[src/design/palette_bit_packer_assert.svh]
// Assertion macros used by the palette bit packer top level (design/palette_bit_packer.sv).
`ifndef PALETTE_BIT_PACKER_ASSERT_SVH
`define PALETTE_BIT_PACKER_ASSERT_SVH

`ifndef SYNTHESIS

// Property that holds at every clock edge outside reset.
`define PBP_ASSERT(label, prop, msg) \
    label: assert property (@(posedge aclk) disable iff (!aresetn) (prop)) else $error(msg);

// Property whose consequence holds in the cycle after the condition.
`define PBP_ASSERT_NEXT(label, pre, post, msg) \
    label: assert property (@(posedge aclk) disable iff (!aresetn) (pre) |=> (post)) \
        else $error(msg);

`else

`define PBP_ASSERT(label, prop, msg)
`define PBP_ASSERT_NEXT(label, pre, post, msg)

`endif

`endif

[src/design/pbp_pkg.sv]
// Package with constants, types and helper functions of the palette bit packer.
`timescale 1ns / 1ps

package pbp_pkg;

    localparam int SECTION_BLOCKS = 4096;
    localparam int PALETTE_MAX    = 256;
    localparam int ID_BITS        = 15;
    localparam int MIN_BITS       = 4;
    localparam int MAX_PAL_BITS   = 8;
    localparam int WORD_BITS      = 64;

    localparam int ENTRY_AW = $clog2(SECTION_BLOCKS);
    localparam int LOAD_W   = ENTRY_AW + 1;
    localparam int PAL_AW   = $clog2(PALETTE_MAX);
    localparam int SIZE_W   = PAL_AW + 1;
    localparam int BITS_W   = 4;
    localparam int WCNT_W   = 10;
    localparam int ENTRY_W  = ID_BITS + PAL_AW;
    localparam int ACC_W    = WORD_BITS + 16;
    localparam int ACNT_W   = 7;
    localparam int PROD_W   = ENTRY_AW + BITS_W + 1;

    localparam logic FUNC_LOAD = 1'b0;
    localparam logic FUNC_READ = 1'b1;

    localparam logic [2:0] KIND_COUNT   = 3'd0;
    localparam logic [2:0] KIND_BITS    = 3'd1;
    localparam logic [2:0] KIND_PAL_LEN = 3'd2;
    localparam logic [2:0] KIND_PAL_ENT = 3'd3;
    localparam logic [2:0] KIND_WCOUNT  = 3'd4;
    localparam logic [2:0] KIND_WORD    = 3'd5;

    typedef struct packed {
        logic        func;
        logic [14:0] block_id;
    } in_item_t;

    typedef struct packed {
        logic [2:0]  kind;
        logic [63:0] value;
        logic        last;
    } out_item_t;

    typedef enum logic [2:0] {
        PH_COUNT,
        PH_BITS,
        PH_PAL_LEN,
        PH_PAL_ENT,
        PH_WCOUNT,
        PH_WORD
    } phase_t;

    typedef enum logic [3:0] {
        ST_IDLE,
        ST_EXEC,
        ST_SRCH_RD,
        ST_SRCH_CMP,
        ST_WORD,
        ST_WORD_CAP,
        ST_RESULT
    } state_t;

    typedef struct packed {
        logic              clear;
        logic              fetch;
        logic              capture;
        logic              shift;
        logic              direct;
        logic [BITS_W-1:0] bits;
    } pack_ctrl_t;

    typedef struct packed {
        logic word_ready;
    } pack_stat_t;

    // Bits per entry: max(MIN_BITS, ceil(log2(size))), or the full id width.
    function automatic logic [BITS_W-1:0] entry_bits(input logic [SIZE_W-1:0] size,
                                                      input logic overflow);
        logic [SIZE_W-1:0] sm1;
        logic [BITS_W-1:0] k;
        sm1 = size - SIZE_W'(1);
        k   = '0;
        for (int j = 0; j < SIZE_W; j++) begin
            if (sm1[j]) begin
                k = BITS_W'(j + 1);
            end
        end
        if (k < BITS_W'(MIN_BITS)) begin
            k = BITS_W'(MIN_BITS);
        end
        if (overflow || (k > BITS_W'(MAX_PAL_BITS))) begin
            k = BITS_W'(ID_BITS);
        end
        return k;
    endfunction

    function automatic logic [WCNT_W-1:0] word_total(input logic [BITS_W-1:0] bits);
        logic [PROD_W-1:0] prod;
        prod = PROD_W'(bits) * PROD_W'(SECTION_BLOCKS) + PROD_W'(WORD_BITS - 1);
        return WCNT_W'(prod >> 6);
    endfunction

endpackage

[src/design/pbp_packer.sv]
// Bit accumulator that packs section entries LSB first into 64-bit words.
`timescale 1ns / 1ps

module pbp_packer import pbp_pkg::*; (
    input  logic                aclk,
    input  logic                aresetn,
    input  pack_ctrl_t          ctrl,
    input  logic [ENTRY_W-1:0]  rd_data,
    output logic [ENTRY_AW-1:0] rd_addr,
    output pack_stat_t          stat,
    output logic [63:0]         word
);

    logic [ACC_W-1:0]  acc_reg, acc_next;
    logic [ACNT_W-1:0] cnt_reg, cnt_next;
    logic [LOAD_W-1:0] eptr_reg, eptr_next;
    logic [ID_BITS-1:0] entry_val;
    logic all_fetched;

    assign all_fetched = (eptr_reg == LOAD_W'(SECTION_BLOCKS));
    assign entry_val   = ctrl.direct ? rd_data[ENTRY_W-1:PAL_AW]
                                     : ID_BITS'(rd_data[PAL_AW-1:0]);
    assign rd_addr     = eptr_reg[ENTRY_AW-1:0];
    assign word        = acc_reg[63:0];
    assign stat.word_ready = (cnt_reg >= ACNT_W'(WORD_BITS)) || all_fetched;

    always_comb begin
        acc_next  = acc_reg;
        cnt_next  = cnt_reg;
        eptr_next = eptr_reg;
        if (ctrl.clear) begin
            acc_next  = '0;
            cnt_next  = '0;
            eptr_next = '0;
        end else begin
            if (ctrl.fetch) begin
                eptr_next = eptr_reg + LOAD_W'(1);
            end
            if (ctrl.capture) begin
                acc_next = acc_reg | (ACC_W'(entry_val) << cnt_reg);
                cnt_next = cnt_reg + ACNT_W'(ctrl.bits);
            end
            if (ctrl.shift) begin
                acc_next = acc_reg >> WORD_BITS;
                cnt_next = (cnt_reg >= ACNT_W'(WORD_BITS)) ?
                           cnt_reg - ACNT_W'(WORD_BITS) : '0;
            end
        end
    end

    always_ff @(posedge aclk) begin
        if (!aresetn) begin
            acc_reg  <= '0;
            cnt_reg  <= '0;
            eptr_reg <= '0;
        end else begin
            acc_reg  <= acc_next;
            cnt_reg  <= cnt_next;
            eptr_reg <= eptr_next;
        end
    end

endmodule

[config.mk]
export PLATFORM = sky130hd
export DESIGN_NAME = pbp_packer
export DESIGN_NICKNAME = d
export VERILOG_FILES = /design/src/design/palette_bit_packer_assert.svh /design/src/design/pbp_pkg.sv /design/src/design/pbp_packer.sv
export SDC_FILE = /design/constraint.sdc
export NUM_CORES = 1
export LEC_CHECK = 0
export BUFFER_PORTS_ARGS = -buffer_cell sky130_fd_sc_hd__buf_2
export CAP_MARGIN = 20
export CORE_MARGIN = 3
export CORE_UTILIZATION = 57
export DETAILED_ROUTE_END_ITERATION = 8
export HOLD_SLACK_MARGIN = 0.1
export PLACE_DENSITY_LB_ADDON = 0.08
export REMOVE_ABC_BUFFERS = 1
export SLEW_MARGIN = 40
export SYNTH_ARGS = -nofsm -noshare
export SYNTH_HDL_FRONTEND = slang
export SYNTH_SLANG_ARGS = --single-unit
[constraint.sdc]
create_clock -name aclk -period 2.8 [get_ports aclk]
set_input_delay 0.14 -clock aclk [delete_from_list [all_inputs] [get_ports aclk]]
set_output_delay 0.14 -clock aclk [all_outputs]
set_load 0.02 [all_outputs]
# ---- Yosys cells after proc, flatten, opt, wreduce, memory -nomap -nowiden
# Cells that the tools add are included.
dict set report classes {
  n_addsub 3
  n_lt_le_gt_ge 1
  eq_ne 1
  shifts 1
  muxes 6
  n_bitwise 2
  n_reduce_logical 4
}
# operator n
set ops {}
lappend ops {{bitwise OR 80 bit} 1}
lappend ops {{left shift 15 x 7 -> 80 bit} 1}
lappend ops {{2-to-1 mux 16 bit} 2}
lappend ops {{2-to-1 mux 7 bit} 3}
lappend ops {{2-to-1 mux 15 bit} 1}
lappend ops {{adder 13 x 1 -> 13 bit (second input constant)} 1}
lappend ops {{equality test 13 bit (second input constant)} 1}
lappend ops {{adder 7 x 4 -> 7 bit} 1}
lappend ops {{greater-or-equal comparator 7 bit (second input constant)} 1}
lappend ops {{subtractor 7 bit (second input constant)} 1}
lappend ops {{OR reduction 3 bit} 1}
lappend ops {{nonzero test 2 bit} 1}
lappend ops {{OR reduction 2 bit} 1}
lappend ops {{logical OR 1 bit} 1}
lappend ops {{NOT 1 bit} 1}
dict set report totals {
  reg_bits 100
  output_inout_bits 77
  wordCells 22
}

# ---- Depth between registers and ports, before layout
dict set report logic_depth {
  word_depth 5
  mapped_depth 7
  mapped_depth_nobuf 7
}

# ---- Worst setup path after synthesis
# OpenSTA, ideal clock, no wires.
dict set report synth_timing {
  kind {flip-flop to flip-flop}
  from {register cnt_reg[0]}
  to {register acc_reg[50]}
  arrival_time_ns 1.942
  setup_slack_ns 0.729
  stages_incl_launch_ff 7
  period_less_slack_ns 2.071
  cell_sequence {dfxtp_1 -> buf_2 -> mux2_2 -> a222oi_1 -> mux2i_1 -> a2111oi_0 -> nor2_1}
}
dict set report synth_via {
  elab_chain_len 2
}
# item line
set synth_lines {}
lappend synth_lines {{start: declaration} pbp_packer.sv:15} ;# logic [ACNT_W-1:0] cnt_reg, cnt_next;
lappend synth_lines {{start signal: assignment} pbp_packer.sv:58} ;# cnt_reg <= cnt_next;
lappend synth_lines {{left shift 15 x 7 -> 80 bit} pbp_packer.sv:40} ;# acc_next = acc_reg | (ACC_W'(entry_val) << cnt_reg);
lappend synth_lines {{bitwise OR 80 bit} pbp_packer.sv:40}
lappend synth_lines {{end signal: assignment} pbp_packer.sv:57} ;# acc_reg <= acc_next;
lappend synth_lines {{end: declaration} pbp_packer.sv:14} ;# logic [ACC_W-1:0] acc_reg, acc_next;
# Every way passes these cells.
# A chain may end at the register's enable or synchronous reset.

# ---- Worst setup path in the final report
dict set report layout_timing {
  from {register cnt_reg[2]}
  to {register acc_reg[66]}
}
# The elaborated chain is that of the path after synthesis.

==> metrics.md <==
| Metric | Value |
|---|---|
| DR vias/cell | `roughly 6.5` |
| Post-route cell area | `6530 µm²` |
| Reg2Reg Depth | `6` |
| Share of total power in the clock network | `35.6%` |
| Wirelength per Cell | `just over 20 µm` |
| Flops & latches, synth | `100` |
| Ports | `111` |
| Vias in the first global route | `about 5200` |
| Met1 Use GR | `44.6%` |
| Antenna viol nets, final | `0` |
| Total power | `2.82 mW` |
| Crit-path max FO | `15` |
| Routed WL | `about 19000 µm` |
| Commonest non-fill, non-tap cell in the layout | `buf_2` |
| Layout cell share with drive strength beyond 1 | `24.6%` |
| Setup crit end kind | `register` |
| Core Footprint | `between 10000 and 15000 µm²` |
| Diode count | `0` |
| Relative slew margins | `51.4%` |
| Most frequent cells in the layout | `110 x buf_2, 100 x dfxtp_1, 63 x o21ai_0` |
| Starting Density | `a little under 60%` |
| Final cell count without fillers | `~900` |
| Largest net degree at the start of global routing | `between 50 and 60` |
| Achievable clock frequency | `395 MHz` |
| Worst Hold End | `eptr_reg[1]` |
| Clk Latency, worst-skew pair | `around 0.38 ns` |
| Required time of the critical path | `3.10 ns` |
| Root Buffer | `clkbuf_8` |
| First DRT Iteration DRCs | `710` |
| Fillers | `931` |
| Post-synth EDFFs | `0` |
| Pint | `around 2.0 mW` |
| Post-CTS sizing | `0` |
| Footprint of the multi-input gates | `about 3300 µm²` |
| Maxcap violations | `0` |
| RSZ-0062 raised after global routing | `no` |
| Gpl congestion | `around 0.95` |
| Hold Vio Cnt, Final | `0` |
| Final core occ | `63.0%` |
| Clock slew seen by the registers of the worst setup and hold paths | `~0.11 ns` |
| TritonCTS clock tree | `done` |
| P_leak | `~2.6 nW` |
| Die X | `about 110 µm` |
| Startpoint Class | `register` |
| Worst Hold Launch | `ctrl[7]` |
| Asr flop ratio synth | `0%` |
| Worst VDD drop | `about 0.00034 V` |
| First-pass GRT wire length | `~29000 µm` |
| FP Rows | `37` |
| Setup WS pre-CTS | `approximately 0.32 ns` |
| Tcrit/Tclk final | `approximately nine tenths` |
| Switching pwr | `820 µW` |
| Fin. max-slew vios | `0` |
| Final Setup Violations | `0` |
| Final Critical Period | `roughly 2.5 ns` |
| Hold Path Depth | `3` |
| Skew final | `about 0.016 ns` |
| Sequential area share after synthesis | `approximately a third` |
| Least-Margin Pin Slew | `roughly 0.72 ns` |
| Kind of critical path | `reg -> reg` |
| Worst hold margin | `~0.12 ns` |
| DR DRC count | `0` |
| HP Class | `in -> reg` |
| R2R Path Start | `cnt_reg[2]` |
| Max reg flops | `80` |
| DP HPWL | `around 14000 µm` |
| Final nets | `~810` |
| First drt pass iteration count | `6` |
| Htree depth | `3` |
| CTS Hold Bufs | `0` |
| Global Route met2 Usage | `46.7%` |
| Worst r2r dst | `acc_reg[66]` |
| Post-Syn Instances | `737` |
| Setup Fix Bufs, Post-CTS | `0` |
| Yosys cell types | `58` |
| CP Data Arrival Time | `between 2 and 3 ns` |
| CTS max path bufs | `2` |
| Pwr per Cell Area | `432 nW/µm²` |
| Mean Syn Cell Area | `about 8.3 µm²` |
| Final worst slack | `0.271 ns` |
| Area Growth Syn to Fin | `7.12%` |
| Mapped Area | `6100 µm²` |
| Inst Count DP | `around 900` |
| Switching Share | `between 20% and 30%` |
| Reg-to-reg setup timing slack | `~0.27 ns` |
| Synthesis Warnings | `0` |
| Busiest grt layer | `met2` |
| Num CTS Buffers | `9` |
| Via count | `about 5900` |
| GRT Util Overall | `between 30% and 40%` |
| Post-DP Area | `6320 µm²` |
| Congestion Overflow GR | `0` |
| Gate power share | `a little over an eighth` |
| Sequential Power Share | `around half` |
| Outcome | `complete, no violations` |
| CTS Sinks | `100` |
| Initial antenna violation count | `0` |
| PortBufs | `110` |
| Grt met3 use | `between 5 and 6%` |
| Die area | `about 12000 µm²` |
| Most used DFF post-synth | `dfxtp_1` |
| Setup TNS | `0 ns` |
| Register area | `2000 µm²` |
| Die Y | `between 100 and 150 µm` |
==> power groups by stage <==
stage	combinational (mW)	sequential, mW	clock (mW)
final	0.378	1.44	1.01
after global routing	0.402	1.44	1.07
after CTS	0.368	1.44	1.00
after detailed placement	0.366	1.47	0
after global placement	0.363	1.47	0
after floorplan	0.188	1.48	0
==> per-layer routing <==
| layer | up-vias | share of wire [%] | routed length, µm |
|---|---|---|---|
| met5 | - | 0 | 0 |
| met4 | 0 | 3.0 | 561 |
| met3 | 42 | 9.1 | 1710 |
| met2 | 350 | 45 | 8440 |
| met1 | 2828 | 43 | 8040 |
| li1 | 2701 | - | - |
==> cell type report <==
| cell class | instances | share of cell area, % |
|---|---|---|
| Clock buffer | 10 | 1.95 |
| Clock inverter | 6 | 1.26 |
| Inverter | 11 | 0.632 |
| Multi-Input combinational cell | 508 | 50.7 |
| Sequential cell | 100 | 30.6 |
| Tap cell | 136 | 2.60 |
| Timing Repair Buffer | 141 | 12.2 |
==> cells in the mapped netlist (4+ instances only) <==
cell type / n / share of area (%)
xor2_1: 12 / 1.7
a21o_1: 5 / 0.62
o22ai_1: 21 / 2.2
a31oi_1: 16 / 1.6
dfxtp_1: 100 / 33
a2111oi_0: 5 / 0.72
or2_2: 4 / 0.41
nor3_1: 14 / 1.1
mux2_2: 17 / 3.1
a22oi_1: 14 / 1.7
inv_1: 8 / 0.49
nor2b_1: 9 / 0.92
buf_1: 6 / 0.37
mux2i_1: 21 / 3.4
clkbuf_1: 28 / 1.7
nand2_1: 62 / 3.8
and2_1: 6 / 0.62
mux4_1: 5 / 2.2
o21ai_0: 64 / 5.3
buf_4: 76 / 9.4
ha_1: 6 / 1.2
nor2_1: 55 / 3.4
and3_1: 7 / 0.72
nand2b_1: 7 / 0.72
nand3_1: 22 / 1.8
a221oi_1: 11 / 1.6
a211oi_1: 10 / 1.2
a21oi_1: 61 / 5.0
mux4_2: 7 / 2.6
buf_2: 6 / 0.49
nand4_1: 8 / 0.82
==> cell families after synthesis <==
family	share of synthesized area, %
compound gates	22.8
xor+xnor	1.87
simple gates	16.4
flops	32.8
buf+inv	13.0
fa+ha+maj	1.56
mux	11.6
==> worst max-delay path: stages, from the launching register on <==
cell,delay [ns]
dfxtp_1,0.66
buf_4,0.29
inv_1,0.11
mux4_2,0.52
mux2i_1,0.46
mux2i_1,0.20
o22ai_1,0.20
==> worst max path at each step <==
stage / startpoint / to / cells after the start
2_1_floorplan: ctrl[8] / acc_reg[33] / 5
3_3_place_gp: cnt_reg[3] / acc_reg[9] / 5
3_5_place_dp: cnt_reg[0] / acc_reg[79] / 5
4_1_cts: cnt_reg[0] / acc_reg[79] / 5
5_1_grt: cnt_reg[2] / acc_reg[18] / 6
6_report: cnt_reg[2] / acc_reg[66] / 6
(Power assumes the default switching activity.)
